**config.mk**
```make
export PLATFORM = sky130hd
export DESIGN_NAME = smbios_structure_deframer
export DESIGN_NICKNAME = d
export VERILOG_FILES = /design/src/design/ssd_pkg.sv /design/src/design/ssd_front.sv /design/src/design/ssd_out_queue.sv /design/src/design/ssd_parser.sv /design/src/design/smbios_structure_deframer.sv
export SDC_FILE = /design/constraint.sdc
export NUM_CORES = 1
export LEC_CHECK = 0
export ABC_AREA = 1
export BUFFER_PORTS_ARGS = -buffer_cell sky130_fd_sc_hd__buf_2
export CAP_MARGIN = 20
export CORE_MARGIN = 5
export CORE_UTILIZATION = 45
export CTS_BUF_LIST = sky130_fd_sc_hd__clkbuf_4 sky130_fd_sc_hd__clkbuf_8
export DETAILED_ROUTE_END_ITERATION = 8
export HOLD_SLACK_MARGIN = 0.15
export PLACE_DENSITY = 0.62
export RECOVER_POWER = 25
export SLEW_MARGIN = 20
export SYNTH_ARGS = -nofsm -noshare
export SYNTH_HDL_FRONTEND = slang
export SYNTH_SLANG_ARGS = --single-unit
```
**constraint.sdc**
```tcl
create_clock -name i_clk -period 6.5 [get_ports i_clk]
set_input_delay 1.3 -clock i_clk [delete_from_list [all_inputs] [get_ports i_clk]]
set_output_delay 1.3 -clock i_clk [all_outputs]
set_load 0.01 [all_outputs]
```
**src/design/ssd_pkg.sv**
```systemverilog
// ----------------------------------------------------------------------------
// ssd_pkg
// shared types and constants of the smbios structure deframer
// ----------------------------------------------------------------------------
package ssd_pkg;

    localparam logic [7:0]  END_TYPE   = 8'd127;
    localparam logic [7:0]  MIN_LENGTH = 8'd4;
    localparam logic [7:0]  STRING_MAX = 8'hFF;
    localparam logic [15:0] COUNT_MAX  = 16'hFFFF;

    typedef enum logic [2:0] {
        KIND_TYPE       = 3'd0,
        KIND_LENGTH     = 3'd1,
        KIND_HANDLE     = 3'd2,
        KIND_FORMATTED  = 3'd3,
        KIND_STR_CHAR   = 3'd4,
        KIND_STR_END    = 3'd5,
        KIND_STRUCT_END = 3'd6,
        KIND_IGNORED    = 3'd7
    } t_byte_kind;

    typedef enum logic [1:0] {
        ERR_NONE         = 2'd0,
        ERR_TRUNCATED    = 2'd1,
        ERR_SHORT_LENGTH = 2'd2
    } t_parse_error;

    typedef struct packed {
        logic [7:0] table_byte;
        logic       table_start;
    } t_in_item;

    // item as held between front and back, with its zero flag already worked out
    typedef struct packed {
        logic [7:0] table_byte;
        logic       table_start;
        logic       is_zero;
    } t_front_item;

    typedef struct packed {
        t_byte_kind   byte_kind;
        logic [7:0]   struct_type;
        logic [7:0]   struct_length;
        logic [15:0]  struct_handle;
        logic [7:0]   field_offset;
        logic [7:0]   string_number;
        logic [7:0]   data_byte;
        logic [15:0]  structure_count;
        logic         table_done;
        t_parse_error parse_error;
    } t_result;

    // queue status flags: empty for the reading side, full for the writing side
    typedef struct packed {
        logic empty;
        logic full;
    } t_queue_status;

endpackage

```
**src/design/ssd_front.sv**
```systemverilog
// ----------------------------------------------------------------------------
// ssd_front
// input side: two-entry queue of table bytes, each tagged with a zero flag
// ----------------------------------------------------------------------------
module ssd_front (
    input  logic                  i_clk,
    input  logic                  i_rst_n,
    input  logic                  i_push,
    input  ssd_pkg::t_in_item     i_item,
    input  logic                  i_pop,
    output ssd_pkg::t_queue_status o_status,
    output ssd_pkg::t_front_item  o_item
);
    import ssd_pkg::*;

    t_front_item r_mem [2];
    logic        r_wr_ptr;
    logic        r_rd_ptr;
    logic [1:0]  r_count;
    logic        n_wr_ptr;
    logic        n_rd_ptr;
    logic [1:0]  n_count;
    logic        do_push;
    logic        do_pop;

    assign o_status.empty = (r_count == 2'd0);
    assign o_status.full  = (r_count == 2'd2);
    assign do_push = i_push && !o_status.full;
    assign do_pop  = i_pop && !o_status.empty;
    assign o_item  = r_mem[r_rd_ptr];

    always_comb begin
        n_wr_ptr = do_push ? ~r_wr_ptr : r_wr_ptr;
        n_rd_ptr = do_pop ? ~r_rd_ptr : r_rd_ptr;
        n_count  = r_count;
        if (do_push && !do_pop) begin
            n_count = r_count + 2'd1;
        end else if (do_pop && !do_push) begin
            n_count = r_count - 2'd1;
        end
    end

    always_ff @(posedge i_clk) begin
        if (!i_rst_n) begin
            r_wr_ptr <= 1'b0;
            r_rd_ptr <= 1'b0;
            r_count  <= 2'd0;
        end else begin
            r_wr_ptr <= n_wr_ptr;
            r_rd_ptr <= n_rd_ptr;
            r_count  <= n_count;
        end
    end

    always_ff @(posedge i_clk) begin
        if (do_push) begin
            r_mem[r_wr_ptr].table_byte  <= i_item.table_byte;
            r_mem[r_wr_ptr].table_start <= i_item.table_start;
            r_mem[r_wr_ptr].is_zero     <= (i_item.table_byte == 8'd0);
        end
    end

endmodule

```
**src/design/ssd_out_queue.sv**
```systemverilog
// ----------------------------------------------------------------------------
// ssd_out_queue
// two-entry result queue between the parser and the result port
// ----------------------------------------------------------------------------
module ssd_out_queue (
    input  logic                   i_clk,
    input  logic                   i_rst_n,
    input  logic                   i_push,
    input  ssd_pkg::t_result       i_result,
    input  logic                   i_pop,
    output ssd_pkg::t_queue_status o_status,
    output ssd_pkg::t_result       o_result
);
    import ssd_pkg::*;

    t_result    r_mem [2];
    logic       r_wr_ptr;
    logic       r_rd_ptr;
    logic [1:0] r_count;
    logic [1:0] n_count;
    logic       do_push;
    logic       do_pop;

    assign o_status.empty = (r_count == 2'd0);
    assign o_status.full  = (r_count == 2'd2);
    assign do_push  = i_push && !o_status.full;
    assign do_pop   = i_pop && !o_status.empty;
    assign o_result = r_mem[r_rd_ptr];

    always_comb begin
        n_count = r_count;
        if (do_push && !do_pop) begin
            n_count = r_count + 2'd1;
        end else if (do_pop && !do_push) begin
            n_count = r_count - 2'd1;
        end
    end

    always_ff @(posedge i_clk) begin
        if (!i_rst_n) begin
            r_wr_ptr <= 1'b0;
            r_rd_ptr <= 1'b0;
            r_count  <= 2'd0;
        end else begin
            if (do_push) begin
                r_wr_ptr <= ~r_wr_ptr;
            end
            if (do_pop) begin
                r_rd_ptr <= ~r_rd_ptr;
            end
            r_count <= n_count;
        end
    end

    always_ff @(posedge i_clk) begin
        if (do_push) begin
            r_mem[r_wr_ptr] <= i_result;
        end
    end

endmodule

```
**src/design/ssd_parser.sv**
```systemverilog
// ----------------------------------------------------------------------------
// ssd_parser
// back end: structure phases; barring a stall, one table byte classified per cycle
// ----------------------------------------------------------------------------
module ssd_parser (
    input  logic                  i_clk,
    input  logic                  i_rst_n,
    input  logic                  i_cfg_valid,
    input  logic [15:0]           i_cfg_data,
    input  ssd_pkg::t_queue_status i_in_status,
    input  ssd_pkg::t_front_item  i_item,
    output logic                  o_in_pop,
    input  ssd_pkg::t_queue_status i_out_status,
    output logic                  o_out_push,
    output ssd_pkg::t_result      o_result
);
    import ssd_pkg::*;

    typedef enum logic [2:0] {
        PH_TYPE     = 3'd0,
        PH_LEN      = 3'd1,
        PH_HLO      = 3'd2,
        PH_HHI      = 3'd3,
        PH_FMT      = 3'd4,
        PH_SFIRST   = 3'd5,
        PH_INSTR    = 3'd6,
        PH_SBETWEEN = 3'd7
    } t_phase;

    logic [15:0] r_table_size;
    logic [15:0] r_pos;
    t_phase      r_phase;
    logic [7:0]  r_cur_type;
    logic [7:0]  r_cur_length;
    logic [15:0] r_cur_handle;
    logic [7:0]  r_area_offset;
    logic [7:0]  r_string_idx;
    logic [15:0] r_struct_idx;
    logic        r_ended;

    logic [15:0] n_pos;
    t_phase      n_phase;
    logic [7:0]  n_cur_type;
    logic [7:0]  n_cur_length;
    logic [15:0] n_cur_handle;
    logic [7:0]  n_area_offset;
    logic [7:0]  n_string_idx;
    logic [15:0] n_struct_idx;
    logic        n_ended;

    // state as seen by this byte, after a possible restart
    logic [15:0] e_pos;
    t_phase      e_phase;
    logic [7:0]  e_cur_type;
    logic [7:0]  e_cur_length;
    logic [15:0] e_cur_handle;
    logic [7:0]  e_area_offset;
    logic [7:0]  e_string_idx;
    logic [15:0] e_struct_idx;
    logic        e_ended;

    logic         fire;
    logic         consumed;
    logic [7:0]   b;
    t_byte_kind   kind;
    logic [7:0]   fo;
    logic [7:0]   sn;
    t_parse_error err;

    assign fire       = !i_in_status.empty && !i_out_status.full;
    assign o_in_pop   = fire;
    assign o_out_push = fire;
    assign b          = i_item.table_byte;

    always_comb begin
        if (i_item.table_start) begin
            e_pos         = 16'd0;
            e_phase       = PH_TYPE;
            e_cur_type    = 8'd0;
            e_cur_length  = 8'd0;
            e_cur_handle  = 16'd0;
            e_area_offset = 8'd0;
            e_string_idx  = 8'd0;
            e_struct_idx  = 16'd0;
            e_ended       = 1'b0;
        end else begin
            e_pos         = r_pos;
            e_phase       = r_phase;
            e_cur_type    = r_cur_type;
            e_cur_length  = r_cur_length;
            e_cur_handle  = r_cur_handle;
            e_area_offset = r_area_offset;
            e_string_idx  = r_string_idx;
            e_struct_idx  = r_struct_idx;
            e_ended       = r_ended;
        end

        n_pos         = e_pos;
        n_phase       = e_phase;
        n_cur_type    = e_cur_type;
        n_cur_length  = e_cur_length;
        n_cur_handle  = e_cur_handle;
        n_area_offset = e_area_offset;
        n_string_idx  = e_string_idx;
        n_struct_idx  = e_struct_idx;
        n_ended       = e_ended;

        kind     = KIND_IGNORED;
        fo       = 8'd0;
        sn       = 8'd0;
        err      = ERR_NONE;
        consumed = 1'b0;

        if (!e_ended && (e_pos >= r_table_size)) begin
            n_ended = 1'b1;
        end

        if (!n_ended) begin
            consumed = 1'b1;
            case (e_phase)
                PH_TYPE: begin
                    // fewer than five bytes left cannot hold a structure
                    if (({1'b0, e_pos} + 17'd4) >= {1'b0, r_table_size}) begin
                        n_ended  = 1'b1;
                        consumed = 1'b0;
                    end else begin
                        kind          = KIND_TYPE;
                        n_cur_type    = b;
                        n_cur_length  = 8'd0;
                        n_cur_handle  = 16'd0;
                        n_string_idx  = 8'd0;
                        n_area_offset = 8'd1;
                        n_phase       = PH_LEN;
                    end
                end
                PH_LEN: begin
                    kind         = KIND_LENGTH;
                    fo           = 8'd1;
                    n_cur_length = b;
                    if (b < MIN_LENGTH) begin
                        err     = ERR_SHORT_LENGTH;
                        n_ended = 1'b1;
                    end else if (({1'b0, e_pos} + {9'd0, b}) >
                                 ({1'b0, r_table_size} + 17'd1)) begin
                        err     = ERR_TRUNCATED;
                        n_ended = 1'b1;
                    end else begin
                        n_area_offset = 8'd2;
                        n_phase       = PH_HLO;
                    end
                end
                PH_HLO: begin
                    kind          = KIND_HANDLE;
                    fo            = 8'd2;
                    n_cur_handle  = {8'd0, b};
                    n_area_offset = 8'd3;
                    n_phase       = PH_HHI;
                end
                PH_HHI: begin
                    kind          = KIND_HANDLE;
                    fo            = 8'd3;
                    n_cur_handle  = {b, e_cur_handle[7:0]};
                    n_area_offset = 8'd4;
                    n_phase       = (e_cur_length > MIN_LENGTH) ? PH_FMT : PH_SFIRST;
                end
                PH_FMT: begin
                    kind          = KIND_FORMATTED;
                    fo            = e_area_offset;
                    n_area_offset = e_area_offset + 8'd1;
                    if (n_area_offset >= e_cur_length) begin
                        n_phase = PH_SFIRST;
                    end
                end
                PH_SFIRST: begin
                    // zero straight after the area: empty string set
                    if (i_item.is_zero) begin
                        kind    = KIND_STR_END;
                        n_phase = PH_SBETWEEN;
                    end else begin
                        kind         = KIND_STR_CHAR;
                        n_string_idx = 8'd1;
                        sn           = 8'd1;
                        n_phase      = PH_INSTR;
                    end
                end
                PH_INSTR: begin
                    sn = e_string_idx;
                    if (i_item.is_zero) begin
                        kind    = KIND_STR_END;
                        n_phase = PH_SBETWEEN;
                    end else begin
                        kind = KIND_STR_CHAR;
                    end
                end
                PH_SBETWEEN: begin
                    if (i_item.is_zero) begin
                        kind = KIND_STRUCT_END;
                        if (e_cur_type == END_TYPE) begin
                            n_ended = 1'b1;
                        end
                        if (e_struct_idx != COUNT_MAX) begin
                            n_struct_idx = e_struct_idx + 16'd1;
                        end
                        n_phase = PH_TYPE;
                    end else begin
                        if (e_string_idx != STRING_MAX) begin
                            n_string_idx = e_string_idx + 8'd1;
                        end
                        kind    = KIND_STR_CHAR;
                        sn      = n_string_idx;
                        n_phase = PH_INSTR;
                    end
                end
                default: begin
                    n_phase = PH_TYPE;
                end
            endcase
            if (consumed) begin
                n_pos = e_pos + 16'd1;
                if (n_pos >= r_table_size) begin
                    n_ended = 1'b1;
                end
            end
        end

        o_result.byte_kind       = kind;
        o_result.struct_type     = n_cur_type;
        o_result.struct_length   = n_cur_length;
        o_result.struct_handle   = n_cur_handle;
        o_result.field_offset    = fo;
        o_result.string_number   = sn;
        o_result.data_byte       = b;
        // the index only moves on a structure end, so the old value serves every kind
        o_result.structure_count = e_struct_idx;
        o_result.table_done      = n_ended;
        o_result.parse_error     = err;
    end

    always_ff @(posedge i_clk) begin
        if (!i_rst_n) begin
            r_table_size  <= 16'd0;
            r_pos         <= 16'd0;
            r_phase       <= PH_TYPE;
            r_cur_type    <= 8'd0;
            r_cur_length  <= 8'd0;
            r_cur_handle  <= 16'd0;
            r_area_offset <= 8'd0;
            r_string_idx  <= 8'd0;
            r_struct_idx  <= 16'd0;
            r_ended       <= 1'b0;
        end else begin
            if (i_cfg_valid) begin
                r_table_size <= i_cfg_data;
            end
            if (fire) begin
                r_pos         <= n_pos;
                r_phase       <= n_phase;
                r_cur_type    <= n_cur_type;
                r_cur_length  <= n_cur_length;
                r_cur_handle  <= n_cur_handle;
                r_area_offset <= n_area_offset;
                r_string_idx  <= n_string_idx;
                r_struct_idx  <= n_struct_idx;
                r_ended       <= n_ended;
            end
        end
    end

    a_ended_ignores: assert property (@(posedge i_clk) disable iff (!i_rst_n)
        fire && r_ended && !i_item.table_start |-> o_result.byte_kind == KIND_IGNORED)
        else $error("byte after table end not ignored");

    a_error_on_length: assert property (@(posedge i_clk) disable iff (!i_rst_n)
        fire && o_result.parse_error != ERR_NONE |->
            o_result.byte_kind == KIND_LENGTH && o_result.table_done)
        else $error("parse error outside a length byte");

    a_end_to_type: assert property (@(posedge i_clk) disable iff (!i_rst_n)
        fire && o_result.byte_kind == KIND_STRUCT_END |=> r_phase == PH_TYPE)
        else $error("structure end did not return to type phase");

    a_type_to_len: assert property (@(posedge i_clk) disable iff (!i_rst_n)
        fire && o_result.byte_kind == KIND_TYPE |=> r_phase == PH_LEN && !r_ended)
        else $error("type byte not followed by length phase");

endmodule

```
**src/design/smbios_structure_deframer.sv**
```systemverilog
// ----------------------------------------------------------------------------
// smbios_structure_deframer
// labels each byte of a raw structure table with its role in the structure
// ----------------------------------------------------------------------------
//  channel   | handshake              | payload
//  ----------+------------------------+----------------------------------
//  input     | push / full            | i_item   (table_byte, table_start)
//  result    | pop / empty            | o_result (byte_kind ... parse_error)
//  config    | i_cfg_valid/o_cfg_ready| i_cfg_data (table_size)
//
//  one byte per clock sustained while the result side keeps popping; a request
//  enters a two-entry input queue, is classified combinationally by the parser
//  and lands in a two-entry result queue, so empty drops once that queue registers it
//  synchronous active-low reset clears the queues, the parse state and table_size
//  a stalled result side fills the result queue, then the input queue, then full rises
//  config is always ready
// ----------------------------------------------------------------------------
module smbios_structure_deframer (
    input  logic              i_clk,
    input  logic              i_rst_n,
    input  logic              push,
    output logic              full,
    input  ssd_pkg::t_in_item i_item,
    output logic              empty,
    input  logic              pop,
    output ssd_pkg::t_result  o_result,
    input  logic              i_cfg_valid,
    output logic              o_cfg_ready,
    input  logic [15:0]       i_cfg_data
);
    import ssd_pkg::*;

    t_queue_status in_status;
    t_queue_status out_status;
    t_front_item   front_item;
    t_result       parsed;
    logic          in_pop;
    logic          out_push;

    assign full        = in_status.full;
    assign empty       = out_status.empty;
    assign o_cfg_ready = 1'b1;

    ssd_front u_front (
        .i_clk    (i_clk),
        .i_rst_n  (i_rst_n),
        .i_push   (push),
        .i_item   (i_item),
        .i_pop    (in_pop),
        .o_status (in_status),
        .o_item   (front_item)
    );

    ssd_parser u_parser (
        .i_clk        (i_clk),
        .i_rst_n      (i_rst_n),
        .i_cfg_valid  (i_cfg_valid),
        .i_cfg_data   (i_cfg_data),
        .i_in_status  (in_status),
        .i_item       (front_item),
        .o_in_pop     (in_pop),
        .i_out_status (out_status),
        .o_out_push   (out_push),
        .o_result     (parsed)
    );

    ssd_out_queue u_out_queue (
        .i_clk    (i_clk),
        .i_rst_n  (i_rst_n),
        .i_push   (out_push),
        .i_result (parsed),
        .i_pop    (pop),
        .o_status (out_status),
        .o_result (o_result)
    );

endmodule
```
Word level (Yosys, flattened, before mapping)
Memory sizes are Yosys's and may differ from the RTL's. A register that Yosys moved wholly into a read port is not among the register bits. Cells that the tools add are included.

Output and inout port bits: 81. Register bits after elaboration: 108. RAM bits: 176. Logic and storage cells: 164. Input port bits: 30. Memories kept: 2.

Memory list: u_out_queue.r_mem (words 2, width 78, rd ports 1, clocked after memory_dff 1, write ports 1, RTL line ssd_out_queue.sv:16) `t_result r_mem [2];`; u_front.r_mem (words 2, width 10, rd ports 1, clocked after memory_dff 1, write ports 1, RTL line ssd_front.sv:16) `t_front_item r_mem [2];`.

Equality and inequality tests: 12. Bitwise gates (word level): 4. Reduce and logical (&&, ||, !) cells: 27. $add $sub $neg: 11. Magnitude comparators: 7. Mux-type cells: 85.

Operators by type and width (count): 16-bit two-way mux (11); 8-bit two-way mux (21); 16-bit one-hot mux with 3 select lines (1); 8-bit one-hot mux with 3 select lines (2); 8-bit one-hot mux with 5 select lines (1); 16-bit by 1-bit adder with 16-bit output (second input constant) (2); 16-bit greater-or-equal comparator (2); 8-bit one-hot mux with 4 select lines (1); 3-bit two-way mux (10); 1-bit two-way mux (26); 3-bit one-hot mux with 8 select lines (1); 3-bit one-hot mux with 6 select lines (1); 16-bit by 1-bit adder with 17-bit output (second input constant) (1); 16-bit by 3-bit adder with 17-bit output (second input constant) (1); 16-bit by 8-bit adder with 17-bit output (1); 17-bit by 16-bit greater-or-equal comparator with 1-bit output (1); 17-bit > comparator (1); 8-bit by 1-bit adder with 8-bit output (second input constant) (2); 2-bit two-way mux (8); 16-bit != test (second input constant) (1); 8-bit one-hot mux with 2 select lines (1); 3-bit equality test (second input constant) (4); 1-bit logical AND (10); 1-bit zero test (9); other kinds (17) (27).

Depth between registers and ports, before layout
Gate-level depths: netlist (run 1).

Depth in word-level cells: 9. Mapped depth: 32. Mapped depth without buffers: 30.

Cells and area by module
From an unflattened synthesis (run 1), not the netlist that was laid out.

Cells, all modules: 1995. Area, all modules: 16716.0 sq um.

By module, submodules not included: ssd_parser (sequential area each 2001.9 sq um, cells each 1636, area an instance 9755.6 sq um, instances 1); ssd_out_queue (sequential area each 4784.6 sq um, cells each 281, area an instance 5949.5 sq um, instances 1); ssd_front (sequential area each 700.7 sq um, cells each 76, area an instance 999.7 sq um, instances 1); smbios_structure_deframer (sequential area each 0.0 sq um, cells each 2, area an instance 11.3 sq um, instances 1).

Worst setup path before layout (run 1)
Ideal clock, no wire load.

Kind: register to register. Start point: register u_out_queue.r_count[1]. End point: memory u_out_queue.r_mem[1][0] in the netlist's numbering (enable). Library setup time: 0.517 ns. Arrival: 4.170 ns. Clock period less this slack: 4.687 ns. Path buffers: 2. Path slack: 1.813 ns. Required time: 5.983 ns. Cell stages (with the launch flop): 6. Cell sequence: dfxtp_1 > inv_1 > o22ai_1 > clkbuf_1 > buf_1 > nor2_1.

Cells in the longest elaborated chain, start to end: 6.

Ends and longest elaborated chain: from (decl) (RTL line ssd_out_queue.sv:19) `logic [1:0] r_count;`; from (signal assigned) (RTL line ssd_out_queue.sv:51) `r_count <= n_count;`; 2-bit equality test (*) (RTL line ssd_out_queue.sv:25) `assign o_status.full = (r_count == 2'd2);`; 1-bit zero test (*) (RTL line ssd_out_queue.sv:26, ssd_parser.sv:70); 1-bit logical AND (RTL line ssd_parser.sv:70) `assign fire = !i_in_status.empty && !i_out_status.full;`; 1-bit logical AND (*) (RTL line ssd_out_queue.sv:26) `assign do_push = i_push && !o_status.full;`; 1-bit two-way mux (*) (RTL line ssd_out_queue.sv:56) `if (do_push) begin`; 1-bit two-way mux (not written as such) (*) (RTL line ssd_out_queue.sv:57) `r_mem[r_wr_ptr] <= i_result;`; to (decl) (RTL line ssd_out_queue.sv:16).

Every way passes the cells marked *; elsewhere a longest branch is shown, timed or not.

==> metrics.txt, run 1 <==
endpoints failing hold=0; DR pass1 iterations=5; CP Capture Type=flop; Critical Path RT=6.99 ns; global-route wire length before repair=68400 um; share of synthesized flip-flops with an asynchronous set or reset=0%; largest net degree at the start of global routing=86; clock sink total=286; routed vias/inst=5.27; Setup Buffers After CTS=0; Root Driver=clkbuf_8; Power per Cell Area=502 nW/um2; Finished Layout Cells=2526; setup_tns=0 ns; Final Routed Wirelength=43500 um; GRT Util Overall=21.0%; initial antenna violation count=0; synthesized instance count=1916; CTS tree=done; top area cells in the synthesized netlist=edfxtp_1 (32%), dfxtp_1 (13%), nand2_1 (8.5%); final setup vio count=0; Multi-input gate area=7510 um2; Vias=13300; dpl cell area=17300 um2; Ys Warns=0; minimum clock period=5.71 ns; Antenna Cells=0; FP Rows=69; RePlAce Congestion=0.928; Worst Skew=0.0292 ns; cell accounting for the most synthesized area=edfxtp_1; height of the die=201 um; Die X=201 um; Cell Area, Synth=16300 um2; max_cap viols=3; DRT iter0 DRCs=953; # fillers=3421; FF+latch area=7490 um2; Arrival @ worst endpoint=6.20 ns; Syn Area/Cell=8.53 um2; Clock Tree Buf Depth=3; Nets=2134; Least-Margin Pin Slew=3.45 ns; Leak=8.04 nW; cell area after layout=18400 um2; Core Box Area=35700 um2; post-synthesis cell type count=55; # port buffers=109; Post-synth top flop=edfxtp_1; Period Utilization, post-route=87.9%; RSZ-0062 raised after global routing=false; layout cells sized above 1=16.7%; Synth top area share=32.3%; Initial Utilization=45.7%; post-route ant nets=0; worst relative slew slack=-130%; worst skew pair latency=0.63 ns; Max IR drop VDD=0.000538 V; post-synthesis sequential area ratio=45.8%; Die ar.=40200 um2; status=complete, but fails checks; hpwl dp=30600 um; fin. max-slew vios=165; Layout area overhead=12.3%; EDFF count, synth=176; CP Max Fanout=31; Syn Nets=2026; TritonCTS Buffers=49; Placed Instances=2434; Overflow after GRT=0; H-tree levels=2; Fmax=175 MHz; Boundary Pins=111; startpoint types=flop; failing checks=max-capacitance violations, max-slew violations; critical path class=flop to flop; post-DR wirelength/cell=17.2 um; Min-Delay Path Class=flop to flop; post_cts resized=0; # DRC=0; clock transition at the registers of the reported paths=0.07 ns; CTS Hold Bufs=0; number of global-route vias before repair=12900; Synth Register Bits=286
## through the flow
step           util [%]  total power, mW  hold WS (ns)  setup slack [ns]
2_1_floorplan         -             6.10         0.426              1.81
3_3_place_gp       48.2             7.26         0.437              1.28
3_5_place_dp       48.3             7.37         0.444              1.17
4_1_cts            51.5             9.32         0.438              1.12
5_1_grt            51.4             9.90         0.461             0.406
6_report           51.4             9.23         0.446             0.789
## worst max-delay path: stages (launching register included)
cell     delay, ns
dfxtp_1       0.54
inv_1         0.22
nand2_4       0.14
nand2_8       0.25
inv_1         0.66
nand2_1       0.24
inv_1         0.24
ha_1          0.19
a21oi_1       0.05
a21oi_1       0.37
nand4_1       0.25
a31oi_2       0.31
nand2_1       0.10
xor2_1        0.24
ha_1          0.27
nand2_1       0.13
o21ai_0       0.11
a21oi_1       0.19
nand2_1       0.08
nand2_1       0.20
nand2_1       0.10
nand2_1       0.14
nand3_1       0.26
a21oi_1       0.23
nor2_1        0.05
## Yosys cell counts (14+ instances only)
master    number
nand4_1       26
nand3_1      104
ha_1          79
nand2_1      370
xor2_1        50
edfxtp_1     176
nor2_1       183
clkbuf_1      28
a21oi_1      155
nor3_1        18
nor2_2        18
mux2_2        78
o211ai_1      14
inv_1        259
o21ai_0      113
dfxtp_1      110
## placed cells by master, fill, tap and decap left out, types with 78 or more instances in the layout
master      n
o21ai_0   115
nand2_1   370
inv_1     260
mux2_2     78
a21oi_1   155
nor2_1    183
ha_1       79
edfxtp_1  176
buf_2      99
dfxtp_1   109
nand3_1   104
## sequential cells by signal, summed over array words and instances, names as in the netlist, named ones only
name / count
u_parser.r_string_idx: 8
u_front.r_count: 2
u_out_queue.r_mem: 156
u_out_queue.r_count: 2
u_front.r_rd_ptr: 1
u_parser.r_struct_idx: 16
u_parser.r_ended: 1
u_parser.r_phase: 3
u_parser.r_pos: 16
u_parser.r_table_size: 16
u_parser.r_cur_handle: 16
u_parser.r_cur_length: 8
u_front.r_wr_ptr: 1
u_parser.r_area_offset: 8
u_parser.r_cur_type: 8
u_front.r_mem: 20
u_out_queue.r_rd_ptr: 1
u_out_queue.r_wr_ptr: 1
## power by group
group | leakage (nW) | internal, mW | switching, mW
clock network | 0.609 | 1.15 | 0.761
logic | 4.86 | 1.37 | 2.97
registers | 2.58 | 2.74 | 0.234
total | 8.04 | 5.26 | 3.97
## cells by family after synthesis
| family | share of synthesized area, % |
|---|---|
| adders and majority gates | 6.17 |
| and+or+nand+nor | 21.4 |
| DFF | 45.8 |
| muxes | 5.37 |
| AOI/OAI and AO/OA | 10.0 |
| xor gates and xnor gates | 2.84 |
| other | 0.0229 |
| buffers and inverters | 8.34 |
## routing by layer
| layer | vias to the layer above | track usage [%] | share of wire, % |
|---|---|---|---|
| met4 | 0 | 7.84 | 3.0 |
| met5 | - | 0 | 0 |
| met3 | 82 | 3.39 | 5.2 |
| met1 | 6287 | 26.7 | 43 |
| met2 | 362 | 36.1 | 49 |
| li1 | 6587 | - | - |
## final timing paths
kind	start	slack (ns)	end	depth (start not counted)
min reg2reg	u_front.r_rd_ptr	0.45	flop	1
min	u_front.r_rd_ptr	0.45	flop	1
max reg2reg	flop	0.79	u_parser.r_area_offset[7]	24
max	flop	0.79	u_parser.r_area_offset[7]	24
## final cells by class
cell class / count / share of cell area, %
Clock buffer: 74 / 5.00
Multi-Input combinational cell: 1296 / 40.9
Clock inverter: 18 / 1.37
Inverter: 270 / 5.53
Timing Repair Buffer: 121 / 3.28
Sequential cell: 286 / 40.8
Tap cell: 461 / 3.14
No activity file was read; power rests on OpenSTA's default activity.
==> inputs of run 2 (changes only) <==
--- a/config.mk
+++ b/config.mk
@@ -6,7 +6,7 @@
 export NUM_CORES = 1
 export LEC_CHECK = 0
 export ABC_AREA = 1
-export BUFFER_PORTS_ARGS = -buffer_cell sky130_fd_sc_hd__buf_2
+export BUFFER_PORTS_ARGS = -buffer_cell sky130_fd_sc_hd__buf_4
 export CAP_MARGIN = 20
 export CORE_MARGIN = 5
 export CORE_UTILIZATION = 45
==> run 2 against run 1 <==
Register-to-register slack better by 0.08 ns. Critical path type unchanged. First-iteration DRC count grew 0.63%. Wire length grew 0.67%. Design area increased by 0.20%. The flow still finishes with violations (max-capacitance violations, max-slew violations). Worst setup slack better by 0.083 ns. Sequential power barely moved. Non-clock buffer count unchanged. Cell count about the same. Critical path depth stayed put.
==> metrics.txt, run 2 (synthesized netlist as in run 1, its figures left out) <==
status=complete, but fails checks; failing checks=max-capacitance violations, max-slew violations; critical path class=flop to flop; CTS Hold Bufs=0; final setup vio count=0; R2R Setup Slk=0.87 ns; clock sink total=286; largest registers=u_out_queue.r_mem x156, u_front.r_mem x20; Overflow after GRT=0; routed vias/inst=5.26; number of global-route vias before repair=13200; Worst R2R End=u_parser.r_area_offset[5]; Boundary Pins=111; Design Power=9.09 mW; largest net degree at the start of global routing=86; clock transition at the registers of the reported paths=0.05 ns; Leak=8.02 nW; most frequent cells in the layout=nand2_1 (370), inv_1 (260), nor2_1 (183), edfxtp_1 (176), a21oi_1 (155); min-delay src=u_front.r_rd_ptr; Power per Cell Area=494 nW/um2; initial antenna violation count=0; fin. max-slew vios=103; Worst Skew=0.0179 ns; DR pass1 iterations=7; CP Max Fanout=31; post-DR wirelength/cell=17.3 um; Final Routed Wirelength=43800 um; hold endpoint=u_front.r_rd_ptr; startpoint types=flop; # port buffers=109; Core Box Area=35700 um2; Biggest register=u_out_queue.r_mem; Max IR drop VDD=0.000292 V; Layout area overhead=12.6%; # DRC=0; max reg flops=156; minimum clock period=5.63 ns; CP Capture Type=flop; height of the die=201 um; DRT iter0 DRCs=959; Hold Crit Depth=1; hpwl dp=30800 um; layout cells sized above 1=16.4%; reg2reg path depth=24; Critical Path RT=7.00 ns; Min-Delay Path Class=flop to flop; Arrival @ worst endpoint=6.13 ns; RSZ-0062 raised after global routing=false; GRT Util Overall=21.3%; RePlAce Congestion=0.952; Nets=2134; worst relative slew slack=-90.5%; endpoints failing hold=0; Die ar.=40200 um2; Setup Buffers After CTS=0; Clock Tree Buf Depth=3; fin util=51.5%; Least-Margin Pin Slew=2.85 ns; Antenna Cells=0; H-tree levels=2; global-route wire length before repair=69500 um; most common cell after layout, fill and taps aside=nand2_1; Root Driver=clkbuf_8; TritonCTS Buffers=49; Vias=13300; CTS tree=done; max_cap viols=3; worst skew pair latency=0.62 ns; FP Rows=69; post-route ant nets=0; setup_tns=0 ns; Fmax=178 MHz; post_cts resized=0; Initial Utilization=45.7%; Period Utilization, post-route=86.6%; Die X=201 um
run 2: worst max path at each step:
stage,to,slack [ns],cells after the start
6_report,u_parser.r_area_offset[5],0.87,24
4_1_cts,u_parser.r_area_offset[5],1.21,24
5_1_grt,u_parser.r_area_offset[7],0.51,26
2_1_floorplan,u_out_queue.r_mem[1][0],1.81,5
3_3_place_gp,u_parser.r_area_offset[5],1.30,23
3_5_place_dp,u_parser.r_area_offset[5],1.23,23
run 2: per-stage QoR:
| step | hold WS (ns) | setup slack, ns | area (um2) | cells |
|---|---|---|---|---|
| after floorplan | 0.426 | 1.81 | 16300 | 1916 |
| after global placement | 0.439 | 1.30 | 17500 | 2433 |
| after detailed placement | 0.447 | 1.23 | 17500 | 2433 |
| after CTS | 0.455 | 1.21 | 18500 | 2524 |
| after global routing | 0.478 | 0.509 | 18400 | 2525 |
| final | 0.454 | 0.872 | 18400 | 2525 |
run 2: final cells by class:
| cell class | count | area, um2 |
|---|---|---|
| Multi-Input combinational cell | 1296 | 7490 |
| Tap cell | 461 | 577 |
| Fill cell | 3423 | 17300 |
| Clock buffer | 71 | 852 |
| Inverter | 270 | 1010 |
| Sequential cell | 286 | 7490 |
| Timing Repair Buffer | 121 | 880 |
| Clock inverter | 20 | 95.1 |
run 2: metal layers:
layer / vias up / track usage (%) / routed length, um
li1: 6595 / - / -
met1: 6277 / 27.0 / 19200
met2: 338 / 37.2 / 21400
met3: 83 / 3.20 / 1990
met4: 0 / 7.28 / 1220
met5: - / 0 / 0
run 2: power breakdown:
| group | leakage, nW | switching (mW) | internal [mW] |
|---|---|---|---|
| clock network | 0.494 | 0.732 | 0.842 |
| logic | 4.95 | 2.99 | 1.53 |
| registers | 2.58 | 0.245 | 2.75 |
run 2: critical path: stages, from the launching register on:
cell	delay, ns
dfxtp_1	0.55
inv_1	0.24
nand2_4	0.14
nand2_8	0.26
inv_1	0.59
nand2_1	0.22
inv_1	0.23
ha_1	0.18
a21oi_1	0.04
a21oi_1	0.36
nand4_1	0.24
a31oi_2	0.28
nand2_1	0.09
xor2_1	0.25
ha_1	0.28
nand2_1	0.13
o21ai_0	0.11
a21oi_1	0.17
nand2_1	0.08
nand2_1	0.23
nand2_1	0.11
nand2_1	0.14
nand3_1	0.27
a21oi_1	0.23
nor2_1	0.05
